==> config.mk <==
export PLATFORM = sky130hd
export DESIGN_NAME = phrl_ctrl
export DESIGN_NICKNAME = d
export VERILOG_FILES = /design/src/phrl_pkg.sv /design/src/phrl_ctrl.sv
export SDC_FILE = /design/constraint.sdc
export NUM_CORES = 1
export LEC_CHECK = 0
export BUFFER_PORTS_ARGS = -buffer_cell sky130_fd_sc_hd__buf_4
export CAP_MARGIN = 40
export CORE_AREA = 2 2 39 41
export CTS_CLUSTER_DIAMETER = 100
export CTS_CLUSTER_SIZE = 8
export DETAILED_ROUTE_END_ITERATION = 10
export DIE_AREA = 0 0 41 43
export PLACE_DENSITY = 0.46
export RECOVER_POWER = 100
export SLEW_MARGIN = 25
export SYNTH_ARGS = -nofsm -noshare
export SYNTH_HDL_FRONTEND = slang
export SYNTH_SLANG_ARGS = --single-unit
==> constraint.sdc <==
create_clock -name clk -period 1.05 [get_ports clk]
set_input_delay 0.105 -clock clk [delete_from_list [all_inputs] [get_ports clk]]
set_output_delay 0.105 -clock clk [all_outputs]
set_load 0.05 [all_outputs]
==> src/phrl_pkg.sv <==
// phrl_pkg: shared constants, opcode codes and controller/datapath structs
// for the position history ring log; no dependencies
`timescale 1ns / 1ps
`default_nettype none
package phrl_pkg;

  localparam int CAPACITY = 256;
  // slot address, record count and age register widths
  localparam int AW = (CAPACITY > 1) ? $clog2(CAPACITY) : 1;
  localparam int CW = $clog2(CAPACITY + 1);
  localparam int IW = (AW > 8) ? AW : 8;
  // one ram word: altitude, latitude, longitude, minute stamp
  localparam int RW = 72;

  typedef enum logic [1:0] {
    OP_APPEND      = 2'd0,
    OP_READ_AGE    = 2'd1,
    OP_SEARCH      = 2'd2,
    OP_READ_OLDEST = 2'd3
  } opcode_t;

  typedef struct packed {
    logic capture;
    logic write;
    logic age_sub;
    logic rd_issue;
    logic rd_load;
    logic srch_step;
    logic out_load;
  } ctrl_cmd_t;

  typedef struct packed {
    opcode_t op;
    logic    age_ge_cap;
    logic    srch_hit;
    logic    srch_done;
    logic    out_free;
  } dp_status_t;

endpackage
`default_nettype wire

==> src/phrl_ctrl.sv <==
// phrl_ctrl: operation sequencer of the ring log
// depends on phrl_pkg
`timescale 1ns / 1ps
`default_nettype none
module phrl_ctrl (
  input  wire logic                clk,
  input  wire logic                rst_n,
  input  wire logic                in_valid,
  output logic                     in_ready,
  input  wire phrl_pkg::dp_status_t status,
  output phrl_pkg::ctrl_cmd_t      cmd
);

  typedef enum logic [2:0] {
    S_IDLE,
    S_DECODE,
    S_WRITE,
    S_REDUCE,
    S_RD_ADDR,
    S_RD_DATA,
    S_SRCH,
    S_FINISH
  } state_t;

  state_t state_r, state_nxt;

  always_comb begin
    state_nxt = state_r;
    cmd       = '0;
    in_ready  = 1'b0;
    case (state_r)
      S_IDLE: begin
        in_ready    = 1'b1;
        cmd.capture = in_valid;
        if (in_valid) begin
          state_nxt = S_DECODE;
        end
      end
      S_DECODE: begin
        case (status.op)
          phrl_pkg::OP_APPEND: state_nxt = S_WRITE;
          phrl_pkg::OP_SEARCH: state_nxt = S_SRCH;
          default:             state_nxt = S_REDUCE;
        endcase
      end
      S_WRITE: begin
        cmd.write = 1'b1;
        state_nxt = S_FINISH;
      end
      S_REDUCE: begin
        // bring a read age into range of the ring
        if (status.age_ge_cap) begin
          cmd.age_sub = 1'b1;
        end else begin
          state_nxt = S_RD_ADDR;
        end
      end
      S_RD_ADDR: begin
        cmd.rd_issue = 1'b1;
        state_nxt    = S_RD_DATA;
      end
      S_RD_DATA: begin
        cmd.rd_load = 1'b1;
        state_nxt   = S_FINISH;
      end
      S_SRCH: begin
        cmd.srch_step = 1'b1;
        if (status.srch_hit || status.srch_done) begin
          state_nxt = S_FINISH;
        end
      end
      S_FINISH: begin
        if (status.out_free) begin
          cmd.out_load = 1'b1;
          state_nxt    = S_IDLE;
        end
      end
      default: state_nxt = S_IDLE;
    endcase
  end

  always_ff @(posedge clk) begin
    if (!rst_n) begin
      state_r <= S_IDLE;
    end else begin
      state_r <= state_nxt;
    end
  end

endmodule
`default_nettype wire

==> metrics <==
reg2reg path depth 4; reg2reg setup slack -90 ps; post-synth design cell area 259 um^2; num rows 14; CP endpoint kind output port; most common cell after layout, fill and taps aside buf_4; Ant. Diodes 0; status complete, but fails checks; Crit Path Category reg2out; Final ANT Viol Nets 0; CTS tree yes; GRT Util Overall 0.0994; placed cell count 70; Initial Util 0.187; largest net degree at the start of global routing 10; sequential-to-total area share from yosys stat 0.232; Syn Area/Cell 7.40 um^2; hold path cells 2; most frequent cells in the layout 16 x buf_4, 7 x buf_6, 4 x nand2_1; Clk Latency, worst-skew pair 230 ps; RSZ-0062 raised after global routing yes; synth top area cells dfxtp_1 23%, nor3b_1 8.7%, nor3_1 7.7%; slowest library cell on the worst path dfxtp_4; Routability Congestion 0.717; Fin. Hold Viols 0; final setup fails 9; Tightest Hold Check Type in2reg; htree depth 1; syn_nets 44; Slew @ Worst Pin 211 ps; Die Wd 41 um; clk root buf clkbuf_4; synthesized instance count 35; post-route setup TNS -1220 ps; Syn. warnings 0; CTS Buf Count 3; internal power 0.000880 W; worst hold path endpoint state_r[1]; Max FO, Critical Path 9; I/O Buffers 16; worst hold path startpoint rst_n; Bufs and invs on worst path 1; Net Sw Power 0.000719 W; CP max stage delay 390 ps; I/O pin total 17; Comb pwr share 0.684; Slew headroom 0.858; Period minus WS final 1230 ps; Core ar. 1380 um^2; Peak Freq 0.810 GHz; Crit Reg-Reg Endpoint state_r[0]; clk sinks 3; top cell type's share of synthesized area 0.232; Detailed Route WL 764 um; post-synth top area cell dfxtp_1; cts hold-fix bufs 0; max reg flops 3; cell chain of the critical path and3_1, and2_2, buf_6; layout cells sized above 1 0.639; Reg clk slew, reported paths 40 ps; DR vias 329; die area 1760 um^2; synth-to-layout area growth 118%; Pleak 0.264 nW; Layout Skew 3.63 ps; sequential power share 0.192; clock network power share 0.124; CP delay by family, top flip-flops; total design power 0.00160 W; post-place setup slack -79.8 ps; non-filler cells in the finished layout 77; arrival time worst endpoint 1130 ps; drt pass-1 iters 1; Finished Core Util 0.408; drc violations 0; sw frac 0.450; Largest regs state_r: 3 flops; maximum vdd drop 0.00133 V; global-route wire length before repair 1.19 mm; violated checks negative setup slack; drt via density 4.27; PnR worst setup slack -185 ps; number of library cell types mapped by synthesis 19; flops & latches, synth 3; initial antenna violation count 0; CP Launch Type register; Top reg by flops state_r; Clock Tree Buf Depth 2; max cap viols 0; First DRT Iteration DRCs 0; Die Height 43 um; Final #Nets 71; WP data required 940 ps; vias in the first global route 291; power per cell area 2830 nW/um^2; Reg-to-Reg Start state_r[1]; Post-DP HPWL 599 um; final critical-path share of the clock period 1.18; Remaining Overflow, GRT 0; Final Max Tran Viols 0; Avg WL per Cell 9.92 um
-- worst max-delay path by stage --
stage,start,slack (ps),end,depth (start not counted)
after floorplan,state_r[0],-310,cmd[6],3
after global placement,state_r[1],-50,state_r[0],3
after detailed placement,state_r[1],-80,state_r[0],3
after CTS,state_r[2],-200,cmd[0],3
after global routing,state_r[1],-250,cmd[6],4
final,state_r[2],-180,cmd[0],3
-- metrics by stage --
stage	cell area, um^2	hold slack, ps
CTS	549	133
finish	564	143
detailed placement	465	380
floorplan	310	253
global route	564	151
global placement	465	384
-- cells by family after synthesis --
kind of cell           Yosys count  share of synthesized area
AOI/OAI and AO/OA                6                      0.184
DFF                              3                      0.232
muxes                            1                     0.0386
and+or+nand+nor                 20                      0.435
buffers and inverters            5                      0.111
-- metal layers --
layer | GRT usage | vias to the layer above | share of wire
li1 | - | 178 | -
met1 | 0.132 | 138 | 0.46
met2 | 0.144 | 13 | 0.46
met3 | 0.0157 | 0 | 0.077
met4 | 0.0600 | 0 | 0
met5 | 0 | - | 0
-- final cells by class --
class / instances / area (um^2)
repair buffers: 25 / 229
inverters: 2 / 7.51
fillers: 138 / 820
flip-flops and latches: 3 / 71.3
well taps: 16 / 20.0
clock buffers: 4 / 26.3
multi-input cells: 27 / 210
-- Yosys cell counts --
cell / n
a211o_1: 1
a21oi_1: 1
a311oi_1: 1
and2_1: 2
and3_1: 1
and4bb_1: 1
buf_2: 2
buf_6: 1
dfxtp_1: 3
inv_1: 2
mux2i_1: 1
nand2_1: 4
nand2b_1: 2
nor2_1: 3
nor3_1: 4
nor3b_1: 3
o2111ai_1: 1
o211a_1: 1
o22ai_1: 1
-- repair_timing --
action,4_1_cts,5_1_grt
buffers inserted,2,1
pin swaps,4,1
resized for setup,13,2
endpoints found under the setup margin,9,10
-- power by group through the flow --
stage	sequential (W)	clock, W	combinational, W
4_1_cts	0.000309	0.000211	0.00102
6_report	0.000307	0.000198	0.00109
3_3_place_gp	0.000288	0	0.000907
5_1_grt	0.000322	0.000228	0.00117
2_1_floorplan	0.000200	0	0.000748
3_5_place_dp	0.000290	0	0.000908
(Power assumes the default switching activity.)
